`src/nnis_pkg.sv`:
```
// ----------------------------------------------------------------------------
// nnis_pkg
// Shared types and constants for the nearest neighbor image scaler.
// ----------------------------------------------------------------------------
package nnis_pkg;

  localparam int COORD_W    = 12;
  localparam int PIX_W      = 8;
  localparam int SIZE_W     = 9;
  // One bit above the register width, so that unity still fits at 16 fraction bits.
  localparam int ZOOM_W     = 17;
  localparam int CFG_DATA_W = 16;
  localparam int CFG_IDX_W  = 3;
  localparam int DIM_W      = 12;

  localparam logic [PIX_W-1:0] PIX_OUTSIDE = 8'hFF;
  localparam logic [DIM_W-1:0] DIM_SAT     = 12'hFFF;

  typedef enum logic {
    KIND_LOAD    = 1'b0,
    KIND_REQUEST = 1'b1
  } kind_t;

  typedef enum logic [CFG_IDX_W-1:0] {
    REG_SOURCE_WIDTH  = 3'd0,
    REG_SOURCE_HEIGHT = 3'd1,
    REG_X_ZOOM        = 3'd2,
    REG_Y_ZOOM        = 3'd3,
    REG_X_STEP        = 3'd4,
    REG_Y_STEP        = 3'd5
  } cfg_reg_t;

  typedef struct packed {
    logic [SIZE_W-1:0] source_width;
    logic [SIZE_W-1:0] source_height;
    logic [ZOOM_W-1:0] x_zoom;
    logic [ZOOM_W-1:0] y_zoom;
    logic [ZOOM_W-1:0] x_step;
    logic [ZOOM_W-1:0] y_step;
  } cfg_t;

  typedef struct packed {
    kind_t              kind;
    logic [COORD_W-1:0] row;
    logic [COORD_W-1:0] col;
    logic [PIX_W-1:0]   pixel;
  } item_t;

  // Control that travels with a transaction to the frame store stage.
  // For loads, hit means the coordinates are inside the store; for requests,
  // hit means the mapped source pixel is inside the source image.
  typedef struct packed {
    logic  valid;
    kind_t kind;
    logic  hit;
  } acc_ctl_t;

  function automatic logic [SIZE_W-1:0] clamp_size(logic [SIZE_W-1:0] v,
                                                   int unsigned max_dim);
    return (32'(v) > max_dim) ? SIZE_W'(max_dim) : v;
  endfunction

endpackage

```
`src/nnis_map.sv`:
```
// ----------------------------------------------------------------------------
// nnis_map
// Two pipeline stages: multiply by the step, then round, bound and address.
// ----------------------------------------------------------------------------
module nnis_map #(
  parameter int MAX_DIM   = 256,
  parameter int FRAC_BITS = 12,
  parameter int AW        = 8
) (
  input  logic                             clk,
  input  logic                             rst_n,
  input  logic                             in_valid,
  input  nnis_pkg::item_t                  in_item,
  input  nnis_pkg::cfg_t                   cfg,
  output nnis_pkg::acc_ctl_t               ctl,
  output logic [AW-1:0]                    row_addr,
  output logic [AW-1:0]                    col_addr,
  output logic [nnis_pkg::PIX_W-1:0]       pixel
);
  import nnis_pkg::*;

  localparam int PROD_W = COORD_W + ZOOM_W;
  localparam int SUM_W  = PROD_W + 1;
  localparam int SRC_W  = SUM_W - FRAC_BITS;
  localparam logic [SUM_W-1:0] HALF = SUM_W'(1) << (FRAC_BITS - 1);

  logic              va_r;
  item_t             item_a_r;
  logic [PROD_W-1:0] prod_row_r;
  logic [PROD_W-1:0] prod_col_r;

  logic [SUM_W-1:0]  sum_row, sum_col;
  logic [SRC_W-1:0]  src_row, src_col;
  logic [SIZE_W-1:0] lim_w, lim_h;
  logic              in_image, load_ok;
  acc_ctl_t          ctl_nxt;
  logic [AW-1:0]     row_addr_nxt, col_addr_nxt;

  acc_ctl_t          ctl_r;
  logic [AW-1:0]     row_addr_r, col_addr_r;
  logic [PIX_W-1:0]  pixel_r;

  // Stage A: products of the coordinates and the steps.
  always_ff @(posedge clk) begin
    if (!rst_n) begin
      va_r <= 1'b0;
    end else begin
      va_r <= in_valid;
    end
    item_a_r   <= in_item;
    prod_row_r <= PROD_W'(in_item.row) * PROD_W'(cfg.y_step);
    prod_col_r <= PROD_W'(in_item.col) * PROD_W'(cfg.x_step);
  end

  // Stage B: round half up, test against the source size, form the address.
  always_comb begin
    sum_row  = SUM_W'(prod_row_r) + HALF;
    sum_col  = SUM_W'(prod_col_r) + HALF;
    src_row  = sum_row[SUM_W-1:FRAC_BITS];
    src_col  = sum_col[SUM_W-1:FRAC_BITS];
    lim_w    = clamp_size(cfg.source_width, MAX_DIM);
    lim_h    = clamp_size(cfg.source_height, MAX_DIM);
    in_image = (src_row < SRC_W'(lim_h)) && (src_col < SRC_W'(lim_w));
    load_ok  = (32'(item_a_r.row) < MAX_DIM) && (32'(item_a_r.col) < MAX_DIM);

    ctl_nxt.valid = va_r;
    ctl_nxt.kind  = item_a_r.kind;
    if (item_a_r.kind == KIND_LOAD) begin
      ctl_nxt.hit  = load_ok;
      row_addr_nxt = item_a_r.row[AW-1:0];
      col_addr_nxt = item_a_r.col[AW-1:0];
    end else begin
      ctl_nxt.hit  = in_image;
      row_addr_nxt = src_row[AW-1:0];
      col_addr_nxt = src_col[AW-1:0];
    end
  end

  always_ff @(posedge clk) begin
    if (!rst_n) begin
      ctl_r <= '0;
    end else begin
      ctl_r <= ctl_nxt;
    end
    row_addr_r <= row_addr_nxt;
    col_addr_r <= col_addr_nxt;
    pixel_r    <= item_a_r.pixel;
  end

  assign ctl      = ctl_r;
  assign row_addr = row_addr_r;
  assign col_addr = col_addr_r;
  assign pixel    = pixel_r;

endmodule

```
`config.mk`:
```
export PLATFORM = sky130hd
export DESIGN_NAME = nnis_map
export DESIGN_NICKNAME = d
export VERILOG_FILES = /design/src/nnis_pkg.sv /design/src/nnis_map.sv
export SDC_FILE = /design/constraint.sdc
export NUM_CORES = 1
export LEC_CHECK = 0
export ABC_AREA = 1
export BUFFER_PORTS_ARGS = -buffer_cell sky130_fd_sc_hd__buf_2
export CAP_MARGIN = 40
export CORE_MARGIN = 1.5
export CORE_UTILIZATION = 52
export CTS_BUF_LIST = sky130_fd_sc_hd__clkbuf_2 sky130_fd_sc_hd__clkbuf_4 sky130_fd_sc_hd__clkbuf_8
export CTS_CLUSTER_SIZE = 25
export DETAILED_ROUTE_END_ITERATION = 8
export GPL_TIMING_DRIVEN = 1
export PLACE_DENSITY = 0.78
export SYNTH_ARGS = -nofsm -noshare
export SYNTH_HDL_FRONTEND = slang
export SYNTH_SLANG_ARGS = --single-unit
```
`constraint.sdc`:
```
create_clock -name clk -period 6.5 [get_ports clk]
set_input_delay 0.65 -clock clk [delete_from_list [all_inputs] [get_ports clk]]
set_output_delay 0.65 -clock clk [all_outputs]
set_load 0.05 [all_outputs]
```
==> out/metrics.cfg <==
[final_layout]
regArea_mm2=0.00194
stdcell_area_mm2=0.0178
fill_cells=2910
post_layout_nonfiller_instances=2659
syn_to_layout_area_delta_pct=5.83
postLayoutCoreUtil=0.562
multiInputGateArea_mm2=0.0124
antenna_cells=0
layout-drive-gt1-share=0.0709
nets=2816

[sta]
final-hold-violation-count=0
final_critical_path_time_including_i_o_delays_and_setup_ps=5180
timing.final.ws_setup_ps=1320
rsz0062_at_grt=no
timing.final.setup_violations=0
slew_headroom=0.646
hold_slack_ps=334
period_utilisation_layout=0.796
max_clock_freq_ghz=0.193
final_max_slew_viol_count=0
fin_worst_skew_ps=15.4
sum_of_negative_setup_slack_ps=0
worst-slew-pin-transition_ps=530

[power]
post-layout-total-power_mw=8.75
leakage_nw=10.3
power-per-cell-area_mw_per_mm2=492
vdd.ir_drop.worst_v=0.000329

[hold_path]
hp-class=reg -> reg

[routing]
route.detailed.vias_per_inst=5.19
routed-via-count=13800
drt_drc_violations_left=0
postRouteWirelength_um=38400
detail_route.wl_per_cell_um=14.4
first_pass_iters=5
drt_iter0_drc=745
antenna_violating_nets_post_route=0

[worst_setup_path]
crit_type=in -> reg
cp.arrival_ps=5440
timing.critical_path.required_ps=6770
timing.critical_path.from_type=primary input
crit_fanout=18
worst_setup_path_end_kind=flop

[floorplanning]
die_height_um=183
floorplan.die_area_mm2=0.0334
effective_utilization_at_floorplan=0.531
die_w_um=183
ioPinCount=149
core_footprint_mm2=0.0316
fp-row-count=65

[clocking]
cts.hold.buffers_added=0
cts_inserted_buffers=9
cts_max_path_buffers=2
cts_num_sinks=97
post-cts-setup-buffers=0
worst_skew_pair.late_latency_ps=390
clock_tree.root_cell=clkbuf_8
post_cts.resized_instances=0
cts.reportedPaths.clkPinSlew_ps=90
cts_tree=yes
htreeDepth=3

[global_route]
overflow_left_after_global_routing=0
grt_antenna_before_repair=0
grt.total_usage=0.242
grt_pass1_wl_um=66300
vias_in_the_first_global_route=14500
grt_start_max_net_pins=27

[logic_synthesis]
synth_cell_types=42
netlist_area_before_placement_mm2=0.0168
synth_sequential_area_ratio=0.116
yosys_warnings=0
post_synth.cell_area_avg_um2=7.59
synthesized_flop_and_latch_total=97
synth_enable_flop_cells=0
netlist_instances=2212
yosys_most_used_dff=dfxtp_1
synth-async-reset-ratio=0
synthesis.nets=2776

[place]
dpl_cell_area_mm2=0.0175
place.port_buffers=114
hpwlAfterDp_um=32400
routabilityCongestion=0.905
preCtsSetupSlack_ps=975
post-place-cells=2643

[run_status]
outcome=completed

[job]
timing.max_cap.violations=0

[cells in the final DEF (no fill, tap or decap), drive strengths merged]
master,count
o21a,5
dfxtp,97
inv,568
and3,1
ha,144
nor4,7
a31oi,12
o211a,1
xor2,35
nand3,36
and2,1
nor3,15
nor2,98
nor3b,1
fa,298
o21bai,3
nand2,636
a21o,5
clkinvlp,1
o211ai,2
a211oi,2
or4,1
or2,2
clkbuf,9
nand4,19
buf,114
nand2b,1
a21oi,66
bufinv,2
clkinv,3
o21ai,48
xnor2,18
nand3b,6
[layout make-up]
type                       count  area share
clock inverter                 7     0.00634
multi-input combinational   1463       0.697
clock buffer                   9     0.00697
inverter                     567       0.120
sequential                    97       0.109
timing repair buffer         114      0.0321
tap                          402      0.0283
[cell usage after synthesis, types with 6 or more instances]
cell type / n / area share
nor2_1: 86 / 0.019
clkbuf_1: 80 / 0.018
nand3_1: 35 / 0.010
xnor2_1: 18 / 0.0094
dfxtp_1: 97 / 0.12
nand3b_1: 6 / 0.0027
xor2_1: 35 / 0.018
nand4_1: 19 / 0.0071
inv_1: 563 / 0.13
fa_1: 298 / 0.36
nand2_1: 631 / 0.14
nor4_1: 7 / 0.0026
o21ai_0: 42 / 0.013
ha_1: 144 / 0.11
nor2_2: 7 / 0.0026
a21oi_1: 65 / 0.019
a31oi_1: 12 / 0.0045
nor3_1: 15 / 0.0045
[path summary, 6_finish.rpt]
check	cells past startpoint	end	slack (ps)	from
worst min register to register	0	pixel[0]$_DFF_P_	330	item_a_r[0]$_DFF_P_
worst max-delay path	20	prod_col_r[21]$_DFF_P_	1320	in_item[16]
worst max register to register	17	ctl[0]$_SDFF_PN0_	4020	prod_col_r[11]$_DFF_P_
worst min-delay path	0	pixel[0]$_DFF_P_	330	item_a_r[0]$_DFF_P_
[cell families after synthesis]
group / after synthesis / share of synthesized area
AOI/OAI and AO/OA: 144 / 0.0478
xor gates and xnor gates: 53 / 0.0276
adders and majority gates: 442 / 0.463
buffers and inverters: 652 / 0.146
DFF: 97 / 0.116
and+or+nand+nor: 824 / 0.200
[sequential cells by signal (all words and copies together), names as in the netlist]
register	flops
ctl_nxt	1
prod_row_r	18
pixel	8
col_addr	8
ctl	3
prod_col_r	18
row_addr	8
item_a_r	32
va_r	1
[report_power, final]
group	internal, mW	total [mW]	switching (mW)
combinational	2.67	7.32	4.65
clock	0.224	0.448	0.224
sequential	0.855	0.988	0.133
total	3.74	8.75	5.01
[layer usage]
metal	up-vias	wire length (um)	track usage
met2	491	18800	0.424
met1	6722	16700	0.324
met3	62	2360	0.0247
met5	-	0	0
li1	6528	-	-
met4	0	568	0.0526
[worst max-delay path: stages]
cell     delay, ps
buf_2          350
nand2_1        150
fa_1           550
inv_1           50
fa_1           460
fa_1           520
fa_1           540
inv_1           50
fa_1           530
inv_1           40
ha_1           350
a21oi_1        230
o21ai_0        130
inv_1          100
nand2_1         60
a21oi_1        220
o21ai_1        140
nand2_1         80
nand2_1         60
xor2_1         140
Note: power is estimated with default switching activity, not from simulation.
