**src/nnis_pkg.sv**
```systemverilog
// ----------------------------------------------------------------------------
// nnis_pkg
// Shared types and constants for the nearest neighbor image scaler.
// ----------------------------------------------------------------------------
package nnis_pkg;

  localparam int COORD_W    = 12;
  localparam int PIX_W      = 8;
  localparam int SIZE_W     = 9;
  // One bit above the register width, so that unity still fits at 16 fraction bits.
  localparam int ZOOM_W     = 17;
  localparam int CFG_DATA_W = 16;
  localparam int CFG_IDX_W  = 3;
  localparam int DIM_W      = 12;

  localparam logic [PIX_W-1:0] PIX_OUTSIDE = 8'hFF;
  localparam logic [DIM_W-1:0] DIM_SAT     = 12'hFFF;

  typedef enum logic {
    KIND_LOAD    = 1'b0,
    KIND_REQUEST = 1'b1
  } kind_t;

  typedef enum logic [CFG_IDX_W-1:0] {
    REG_SOURCE_WIDTH  = 3'd0,
    REG_SOURCE_HEIGHT = 3'd1,
    REG_X_ZOOM        = 3'd2,
    REG_Y_ZOOM        = 3'd3,
    REG_X_STEP        = 3'd4,
    REG_Y_STEP        = 3'd5
  } cfg_reg_t;

  typedef struct packed {
    logic [SIZE_W-1:0] source_width;
    logic [SIZE_W-1:0] source_height;
    logic [ZOOM_W-1:0] x_zoom;
    logic [ZOOM_W-1:0] y_zoom;
    logic [ZOOM_W-1:0] x_step;
    logic [ZOOM_W-1:0] y_step;
  } cfg_t;

  typedef struct packed {
    kind_t              kind;
    logic [COORD_W-1:0] row;
    logic [COORD_W-1:0] col;
    logic [PIX_W-1:0]   pixel;
  } item_t;

  // Control that travels with a transaction to the frame store stage.
  // For loads, hit means the coordinates are inside the store; for requests,
  // hit means the mapped source pixel is inside the source image.
  typedef struct packed {
    logic  valid;
    kind_t kind;
    logic  hit;
  } acc_ctl_t;

  function automatic logic [SIZE_W-1:0] clamp_size(logic [SIZE_W-1:0] v,
                                                   int unsigned max_dim);
    return (32'(v) > max_dim) ? SIZE_W'(max_dim) : v;
  endfunction

endpackage

```
**src/nnis_dim.sv**
```systemverilog
// ----------------------------------------------------------------------------
// nnis_dim
// Scaled image dimensions: source size times zoom, rounded and saturated.
// ----------------------------------------------------------------------------
module nnis_dim #(
  parameter int MAX_DIM   = 256,
  parameter int FRAC_BITS = 12
) (
  input  logic                        clk,
  input  nnis_pkg::cfg_t              cfg,
  output logic [nnis_pkg::DIM_W-1:0]  width,
  output logic [nnis_pkg::DIM_W-1:0]  height
);
  import nnis_pkg::*;

  localparam int PROD_W   = SIZE_W + ZOOM_W;
  localparam int SUM_W    = PROD_W + 1;
  localparam int SCALED_W = SUM_W - FRAC_BITS;
  localparam logic [SUM_W-1:0] HALF = SUM_W'(1) << (FRAC_BITS - 1);

  logic [PROD_W-1:0]   prod_w_r, prod_h_r;
  logic [SUM_W-1:0]    sum_w, sum_h;
  logic [SCALED_W-1:0] scaled_w, scaled_h;
  logic [DIM_W-1:0]    width_nxt, height_nxt;
  logic [DIM_W-1:0]    width_r, height_r;

  always_ff @(posedge clk) begin
    prod_w_r <= PROD_W'(clamp_size(cfg.source_width, MAX_DIM)) * PROD_W'(cfg.x_zoom);
    prod_h_r <= PROD_W'(clamp_size(cfg.source_height, MAX_DIM)) * PROD_W'(cfg.y_zoom);
  end

  always_comb begin
    sum_w      = SUM_W'(prod_w_r) + HALF;
    sum_h      = SUM_W'(prod_h_r) + HALF;
    scaled_w   = sum_w[SUM_W-1:FRAC_BITS];
    scaled_h   = sum_h[SUM_W-1:FRAC_BITS];
    width_nxt  = (32'(scaled_w) > 32'(DIM_SAT)) ? DIM_SAT : DIM_W'(scaled_w);
    height_nxt = (32'(scaled_h) > 32'(DIM_SAT)) ? DIM_SAT : DIM_W'(scaled_h);
  end

  always_ff @(posedge clk) begin
    width_r  <= width_nxt;
    height_r <= height_nxt;
  end

  assign width  = width_r;
  assign height = height_r;

endmodule

```
**config.mk**
```make
export PLATFORM = sky130hd
export DESIGN_NAME = nnis_dim
export DESIGN_NICKNAME = d
export VERILOG_FILES = /design/src/nnis_pkg.sv /design/src/nnis_dim.sv
export SDC_FILE = /design/constraint.sdc
export NUM_CORES = 1
export LEC_CHECK = 0
export ABC_AREA = 0
export BUFFER_PORTS_ARGS = -buffer_cell sky130_fd_sc_hd__buf_2
export CAP_MARGIN = 20
export CORE_MARGIN = 5
export CORE_UTILIZATION = 55
export DETAILED_ROUTE_END_ITERATION = 16
export PLACE_DENSITY = 0.82
export SLEW_MARGIN = 30
export SYNTH_ARGS = -nofsm -noshare
export SYNTH_HDL_FRONTEND = slang
export SYNTH_SLANG_ARGS = --single-unit
```
**constraint.sdc**
```tcl
create_clock -name clk -period 15.68 [get_ports clk]
set_input_delay 3.136 -clock clk [delete_from_list [all_inputs] [get_ports clk]]
set_output_delay 3.136 -clock clk [all_outputs]
set_load 0.03 [all_outputs]
```
==> results_dict.tcl, run 1 <==
set metrics [dict create \
    clock-sinks 54 \
    hpwl_mm 19.63 \
    rows 51 \
    synth_top_area_cell "fa_1" \
    antennaDiodeCount 0 \
    setup_viol_count_final 0 \
    mostFrequentLayoutCell "fa_1" \
    grt.total_usage 0.2187 \
    synth_area_leaders "fa_1 (39%), dfxtp_1 (10%), ha_1 (10%)" \
    finClkSkew_ns 0.002644 \
    cts_hold_buf 0 \
    grt_pass1_vias 9021 \
    rsz0062_at_grt "no" \
    synthesis.nets 1585 \
    drc 0 \
    syn_area_sq_um 10760 \
    path_class "input port to flip-flop" \
    post_cts_buffers 0 \
    wl_per_cell_um 15.44 \
    post_cts_resized 0 \
    syn_inst 1202 \
    grt_max_degree 28 \
    insertion_delay_ns 0.29 \
    path_clk_slew_ns 0.07 \
    die_area_sq_um 22470 \
    htreeDepth 2 \
    drt-pass1-iter-count 7 \
    ant_nets 0 \
    fin_crit_ns 7.919 \
    drive_above_1_share 0.09149 \
    p_leak_nw 5.937 \
    ir_worst_vdd_mv 0.06055 \
    async_flop_share 0 \
    power_density_nw_per_um2 106.6 \
    cts_buffers 5 \
    drv_slew 0 \
    outcome "completed" \
    arrival_ns 8.10 \
    min_to "height[0]" \
    clock-root-buffer "clkbuf_16" \
    antenna_found_initial 0 \
    synth_edf_count 0 \
    die_w_um 149.9 \
    worst_slew_pin_slew_ns 0.7415 \
    final-hold-violation-count 0 \
    syn2layout_area_growth_pct 7.660 \
    cap_violations 0 \
    fill_cells 1661 \
    die_y_um 149.9 \
    cp-start-kind "input port" \
    io_pins 111 \
    syn_avg_cell_area_sq_um 8.955 \
    fmax_ghz 0.1263 \
    finish.utilization 0.5994 \
    dpl_worst_slack_ns 7.274 \
    r2r_start "prod_h_r[15]" \
    slowest_delay_ns 0.66 \
    period_share 0.5050 \
    setup-tns-final_ns 0 \
    worstHoldStart "prod_h_r[25]" \
    grt_pass1_wl_mm 40.58 \
    ys_warn_count 0 \
    required_ns 15.86 \
    grt_overflow 0 \
    wirelength_mm 23.51 \
    relSlewSlack 0.5034 \
    place.gp.congestion 0.8594 \
    crit_chain "buf_2 -> nor2b_2 -> and2_1 -> fa_1 -> fa_1 -> fa_1 -> fa_1 -> ha_1 -> a21o_1 -> a31o_2 -> nor3b_1 -> a21oi_1 -> nor4b_1 -> and4b_1" \
    final_cell_mix "fa_1 (210), inv_1 (197), nand2_1 (183)" \
    clockBufferDepth 2 \
    cts_tree "built" \
    hold_depth 1 \
    vias 8291 \
    ys.flop_type "dfxtp_1" \
    port_buffers 76 \
    yosysUniqueCellTypes 53 \
    end_kind "flip-flop" \
    yosys.area.top_type_share 0.3906 \
    seq_area_frac_synth 0.1004 \
    critPathSlowestCell "nor2b_2" \
    core_area_sq_um 19330 \
    cpMostUsedCell "fa_1" \
    finalWorstSetupSlack_ns 7.761 \
    hold_path_class "flip-flop to flip-flop" \
    synth_seq_cells 54 \
    rrSetupSlack_ns 13.53 \
    start_util 0.5567 \
    viasPerCell 5.447 \
    cp_max_fo 27 \
    reg2reg_depth 6 \
    nNetsFinal 1639 \
    reg2reg_to "height[10]" \
    drt_iter0_drc 361 \
]
## where the power goes
part,leakage (nW),internal (W),switching (W)
sequential,0.454,0.000210,0.0000416
combinational,5.40,0.000344,0.000515
clock,0.0819,0.0000763,0.0000483
total,5.94,0.000631,0.000604
## sequential cells by signal (all words and copies together), names as in the netlist
signal and flops:
width 12, prod_w_r 15, height 12, prod_h_r 15
## synth_stat cells, drive strengths merged, types with 2 or more instances
master  instances
a41o            3
a31oi          10
nor3            4
o21ai          24
and2          165
nor2b          17
and3           10
fa            210
xor2           18
o31ai           2
buf            10
ha             86
o21bai          4
clkbuf         28
nand2         183
a31o            2
and3b           3
inv           197
dfxtp          54
mux2            2
a211o           3
or3             2
and4            4
xnor2          30
a21oi          40
a311oi          3
nand3          18
nand4           9
o21a            3
nor2           26
a211oi          3
o211ai          2
a21o           12
## kinds of logic (layout without fill, tap and decap cells)
family,count (synthesis),after routing,synth area share
compound gates,118,118,0.06916
xor+xnor,48,48,0.03906
fa+ha+maj,296,296,0.4905
buf+inv,235,290,0.08230
flops,54,54,0.1004
mux,3,3,0.003022
simple gates,448,448,0.2155
## worst max-delay path by stage
stage | start | end | slack [ns] | cells after the start
finish | cfg[85] | prod_w_r[23] | 7.76 | 14
global route | cfg[85] | prod_w_r[23] | 7.45 | 14
CTS | cfg[85] | prod_w_r[24] | 7.57 | 17
detailed placement | cfg[85] | prod_w_r[23] | 7.27 | 15
global placement | cfg[76] | prod_h_r[25] | 7.23 | 16
floorplan | cfg[85] | prod_w_r[22] | 8.14 | 16
## critical path: cells and delay by family
kind | cells | cell delay, ns
adders and majority gates | 5 | 2.45
and+or+nand+nor | 5 | 1.58
AOI/OAI and AO/OA | 3 | 0.63
buffers and inverters | 1 | 0.27
## per-layer routing
| layer | wire length (um) | vias up | GRT usage |
|---|---|---|---|
| met2 | 12440 | 287 | 0.4012 |
| met4 | 606 | 0 | 0.06221 |
| met1 | 9156 | 4105 | 0.2689 |
| met5 | 0 | - | 0 |
| li1 | - | 3830 | - |
| met3 | 1297 | 69 | 0.02907 |
## metrics by stage
stage / hold WS (ns) / power, W / instance area, sq um / instances
6_report: 0.5014 / 0.001235 / 11590 / 1522
5_1_grt: 0.5346 / 0.001363 / 11590 / 1522
4_1_cts: 0.5108 / 0.001244 / 11580 / 1522
3_5_place_dp: 0.4944 / 0.001113 / 11410 / 1514
3_3_place_gp: 0.4814 / 0.001086 / 11400 / 1514
2_1_floorplan: 0.4152 / 0.0008993 / 10760 / 1202
## cell type report
cell class	count	area (sq um)	area share
clock buffer	5	125.1	0.01080
clock inverter	3	48.80	0.004211
inverter	197	739.5	0.06381
multi-input combinational	913	8815	0.7606
sequential	54	1081	0.09328
tap	265	331.6	0.02861
timing repair buffer	85	447.9	0.03865
Power figures use the tool's default switching activity.
==> inputs of run 2 (changes only) <==
--- a/config.mk
+++ b/config.mk
@@ -5,7 +5,7 @@
 export SDC_FILE = /design/constraint.sdc
 export NUM_CORES = 1
 export LEC_CHECK = 0
-export ABC_AREA = 0
+export ABC_AREA = 1
 export BUFFER_PORTS_ARGS = -buffer_cell sky130_fd_sc_hd__buf_2
 export CAP_MARGIN = 20
 export CORE_MARGIN = 5
==> constraint.sdc (replaced) <==
create_clock -name clk -period 7.3 [get_ports clk]
set_input_delay 1.46 -clock clk [delete_from_list [all_inputs] [get_ports clk]]
set_output_delay 1.46 -clock clk [all_outputs]
set_load 0.03 [all_outputs]
==> run 2 against run 1 <==
Net effect: design area rose by 3.9%; largest cell class unchanged; core utilization fell by 0.23 points; setup slack got worse by 6.8 ns; final cell count rose by 18%; highest routed layer unchanged; synthesized area rose by 4.5%; flip-flop and latch count did not move; non-clock buffer count fell by 7.
==> results_dict.tcl, run 2 <==
set metrics [dict create \
    fill_cells 1805 \
    post_cts_resized 0 \
    ys.flop_type "dfxtp_1" \
    drv_slew 0 \
    top_regs "prod_h_r (15), prod_w_r (15)" \
    fmax_ghz 0.1586 \
    grt_pass1_wl_mm 46.24 \
    drt_iter0_drc 644 \
    grt_pass1_vias 9912 \
    synth_top_area_cell "fa_1" \
    synthXorXnorAreaFrac 0.03270 \
    clock-sinks 54 \
    cts_hold_buf 0 \
    start_util 0.5578 \
    io_pins 111 \
    sw_frac_of_total 0.5273 \
    place.gp.congestion 0.9161 \
    cts_tree "built" \
    viasPerCell 5.277 \
    finClkSkew_ns 0.004026 \
    ant_nets 0 \
    power_w 0.002827 \
    syn_area_sq_um 11250 \
    yosysUniqueCellTypes 42 \
    hold_path_class "flip-flop to flip-flop" \
    die_w_um 153.0 \
    seq_area_frac_synth 0.09610 \
    seqPwrFrac 0.188 \
    dpl_worst_slack_ns 0.7571 \
    grt_overflow 0 \
    worst_slew_pin_slew_ns 0.7033 \
    rows 52 \
    htreeDepth 2 \
    fin_crit_ns 6.307 \
    die_y_um 153.0 \
    drc 0 \
    setup-tns-final_ns 0 \
    finish.utilization 0.5971 \
    antennaDiodeCount 0 \
    arrival_ns 6.48 \
    clock-root-buffer "clkbuf_16" \
    syn_inst 1471 \
    ir_worst_vdd_mv 0.1365 \
    period_share 0.8639 \
    cp_max_fo 13 \
    vias 9514 \
    clockBufferDepth 2 \
    required_ns 7.47 \
    drive_above_1_share 0.07436 \
    path_clk_slew_ns 0.07 \
    power.switching_w 0.001491 \
    syn2layout_area_growth_pct 7.051 \
    outcome "completed" \
    hpwl_mm 22.70 \
    synthAdderAreaFrac 0.4694 \
    synthesis.nets 1854 \
    nNetsFinal 1915 \
    wirelength_mm 26.25 \
    cp-start-kind "input port" \
    synth_top_family_by_area "adder cells" \
    rsz0062_at_grt "no" \
    wl_per_cell_um 14.56 \
    synth_compound_area_frac 0.04872 \
    antenna_found_initial 0 \
    post_cts_buffers 0 \
    end_kind "flip-flop" \
    die_area_sq_um 23410 \
    async_flop_share 0 \
    relSlewSlack 0.5306 \
    synthSimpleGateAreaFrac 0.2281 \
    power_frac_clock 0.094 \
    ys_warn_count 0 \
    rrSetupSlack_ns 5.27 \
    final-hold-violation-count 0 \
    final_cell_mix "inv_1 (336), nand2_1 (336), fa_1 (210)" \
    syn_avg_cell_area_sq_um 7.648 \
    p_leak_nw 6.838 \
    grt.total_usage 0.2331 \
    core_area_sq_um 20170 \
    port_buffers 76 \
    yosys-mux-area-fraction 0 \
    path_class "input port to flip-flop" \
    hold_ws_ns 0.5243 \
    yosys.area.top_type_share 0.3737 \
    grt_max_degree 21 \
    drt-pass1-iter-count 6 \
    setup_viol_count_final 0 \
    synth_area_leaders "fa_1 (37%), inv_1 (11%), nand2_1 (11%)" \
    insertion_delay_ns 0.28 \
    synth_edf_count 0 \
    synth_common_cells "inv_1 (336), nand2_1 (336), fa_1 (210)" \
    synth_seq_cells 54 \
    cap_violations 0 \
    multiInputGateArea_sq_um 8775 \
    layout.area.seq_sq_um 1081 \
    combPwrFrac 0.718 \
    finalWorstSetupSlack_ns 0.9934 \
    power_density_nw_per_um2 234.7 \
    p_int_w 0.001336 \
    cts_buffers 5 \
]
[run 2: layer usage]
layer	GRT usage	share of wire	routed length [um]
met1	0.3213	0.42	11030
met2	0.3973	0.48	12510
met4	0.05431	0.021	544
met5	0	0	0
met3	0.02827	0.082	2159
[run 2: final timing paths]
kind                  end          from  depth (start not counted)
max          prod_h_r[21]       cfg[74]                         21
min              width[3]  prod_w_r[15]                          2
max reg2reg     height[1]  prod_h_r[11]                          8
min reg2reg      width[3]  prod_w_r[15]                          2
[run 2: cell type report]
type / count / share of cell area
sequential: 54 / 0.08977
multi-input combinational: 1052 / 0.7286
timing repair buffer: 78 / 0.03283
inverter: 341 / 0.1064
clock inverter: 3 / 0.003948
tap: 270 / 0.02805
clock buffer: 5 / 0.01039
[run 2: power by group through the flow]
stage,Clock (W),Combinational [W],Sequential (W)
2_1_floorplan,0,0.00139,0.000654
3_3_place_gp,0,0.00196,0.000533
3_5_place_dp,0,0.00201,0.000537
4_1_cts,0.000273,0.00202,0.000530
5_1_grt,0.000284,0.00232,0.000551
6_report,0.000267,0.00203,0.000530
[run 2: cell families (layout without fill, tap and decap cells)]
logic type | after synthesis | after routing
compound gates | 98 | 98
xor+xnor | 42 | 42
fa+ha+maj | 296 | 296
buf+inv | 365 | 427
flops | 54 | 54
simple gates | 616 | 616
[run 2: worst max-delay path: stages]
cell,delay (ns)
buf_2,0.10
nor2_1,0.10
nand2_1,0.07
o21ai_2,0.26
nand2_1,0.23
inv_1,0.45
nand2_1,0.14
fa_1,0.50
inv_1,0.06
fa_1,0.48
fa_1,0.56
fa_1,0.43
ha_1,0.38
a21oi_1,0.16
inv_1,0.08
a31oi_1,0.31
o21ai_0,0.16
a211oi_1,0.32
nand2_1,0.09
nand2_1,0.06
nand2_1,0.06
[run 2: per-stage QoR]
step	cells	cell area, sq um
final	1803	12040
after global routing	1803	12040
after CTS	1803	12040
after detailed placement	1795	11870
after global placement	1795	11860
after floorplan	1471	11250
==> inputs of run 3 (changes only) <==
==> constraint.sdc (replaced) <==
create_clock -name clk -period 8 [get_ports clk]
set_input_delay 1.6 -clock clk [delete_from_list [all_inputs] [get_ports clk]]
set_output_delay 1.6 -clock clk [all_outputs]
set_load 0.03 [all_outputs]
==> run 3 against run 2 <==
Net effect: flip-flop and latch count did not move; non-clock buffer count fell by 2; via count barely moved; sequential share of layout area barely moved; global-route usage barely moved; die area did not move; register-to-register slack improved by 0.63 ns; total power fell by 9.1%; count of clock-buffer cells in the layout did not move; critical path depth did not move; critical endpoint unchanged; highest routed layer unchanged.
==> results_dict.tcl, run 3 (synthesis gave the netlist of run 2 again) <==
set metrics [dict create \
    outcome "completed" \
    nNetsFinal 1913 \
    rows 52 \
    fmax_ghz 0.1556 \
    io_pins 111 \
    fin_crit_ns 6.427 \
    grt_overflow 0 \
    post_cts_buffers 0 \
    grt_pass1_wl_mm 46.06 \
    power_w 0.002569 \
    cap_violations 0 \
    drt_iter0_drc 715 \
    antennaDiodeCount 0 \
    path_class "input port to flip-flop" \
    cp_max_fo 13 \
    cts_tree "built" \
    power_density_nw_per_um2 213.6 \
    antenna_found_initial 0 \
    hold_path_class "flip-flop to flip-flop" \
    vias 9521 \
    post_cts_resized 0 \
    cts_buffers 5 \
    start_util 0.5578 \
    viasPerCell 5.287 \
    path_clk_slew_ns 0.07 \
    arrival_ns 6.60 \
    period_share 0.8034 \
    die_w_um 153.0 \
    drv_slew 0 \
    worst_slew_pin_slew_ns 0.7533 \
    final_cell_mix "inv_1 (336), nand2_1 (336), fa_1 (210)" \
    relSlewSlack 0.4972 \
    syn2layout_area_growth_pct 6.929 \
    drt-pass1-iter-count 5 \
    grt.total_usage 0.2330 \
    startpoint "cfg[74]" \
    die_area_sq_um 23410 \
    htreeDepth 2 \
    final-hold-violation-count 0 \
    die_y_um 153.0 \
    top_regs "prod_h_r (15), prod_w_r (15)" \
    reg2reg_to "height[1]" \
    cts_hold_buf 0 \
    r2r_start "prod_h_r[11]" \
    fill_cells 1799 \
    finClkSkew_ns 0.004354 \
    drive_above_1_share 0.07315 \
    clock-root-buffer "clkbuf_16" \
    clock-sinks 54 \
    end_kind "flip-flop" \
    ant_nets 0 \
    worstSetupEndpoint "prod_h_r[21]" \
    grt_max_degree 21 \
    finish.utilization 0.5964 \
    wl_per_cell_um 14.53 \
    p_leak_nw 6.826 \
    insertion_delay_ns 0.29 \
    grt_pass1_vias 9992 \
    hold_ws_ns 0.5195 \
    setup-tns-final_ns 0 \
    ir_worst_vdd_mv 0.1038 \
    port_buffers 76 \
    place.gp.congestion 0.9335 \
    drc 0 \
    rrSetupSlack_ns 5.90 \
    required_ns 8.17 \
    setup_viol_count_final 0 \
    cp-start-kind "input port" \
    rsz0062_at_grt "no" \
    wirelength_mm 26.16 \
    hpwl_mm 22.64 \
    reg2reg_depth 8 \
    clockBufferDepth 2 \
    core_area_sq_um 20170 \
]
==> run 3: worst min path at each step <==
stage	endpoint	slack [ns]	startpoint	cells after the start
after global placement	width[3]	0.50	prod_w_r[15]	2
after CTS	width[3]	0.53	prod_w_r[15]	2
after detailed placement	width[3]	0.51	prod_w_r[15]	2
after global routing	width[3]	0.53	prod_w_r[15]	2
after floorplan	height[1]	0.48	prod_h_r[13]	2
final	width[3]	0.52	prod_w_r[15]	2
==> run 3: metal layers <==
layer,share of wire,wire length (um),track usage,vias up
met5,0,0,0,-
met4,0.024,639,0.06279,0
met3,0.080,2101,0.03336,69
met2,0.47,12350,0.3928,444
met1,0.42,11070,0.3175,4515
li1,-,-,-,4493
==> run 3: layout make-up <==
| cell class | count | area, sq um | area share |
|---|---|---|---|
| timing repair buffer | 76 | 380.4 | 0.03162 |
| clock inverter | 3 | 48.80 | 0.004057 |
| tap | 270 | 337.8 | 0.02808 |
| inverter | 341 | 1281 | 0.1065 |
| multi-input combinational | 1052 | 8775 | 0.7295 |
| sequential | 54 | 1081 | 0.08987 |
| clock buffer | 5 | 125.1 | 0.01040 |
==> run 3: metrics by stage <==
step           instances  area [sq um]  setup slack [ns]
6_report            1801         12030             1.573
4_1_cts             1801         12030             1.637
3_5_place_dp        1793         11860             1.340
2_1_floorplan       1471         11250             2.027
5_1_grt             1801         12030             1.242
3_3_place_gp        1793         11840             1.357
==> run 3: worst max-delay path: stages <==
cell and delay, ns:
buf_2 0.11, nor2_1 0.10, nand2_1 0.08, o21ai_2 0.27
nand2_1 0.18, inv_1 0.40, nand2_1 0.15, fa_1 0.55
inv_1 0.06, fa_1 0.48, fa_1 0.56, fa_1 0.43
ha_1 0.38, a21oi_1 0.16, inv_1 0.08, a31oi_1 0.30
o21ai_0 0.18, a211oi_1 0.31, nand2_1 0.09, nand2_1 0.07
nand2_1 0.07
==> run 3: where the power goes <==
group / leakage (nW) / switching [W] / total (W) / internal [W]
clock: 0.0819 / 0.0000946 / 0.000244 / 0.000150
sequential: 0.454 / 0.0000728 / 0.000484 / 0.000411
combinational: 6.29 / 0.00119 / 0.00184 / 0.000655
total: 6.83 / 0.00135 / 0.00257 / 0.00122
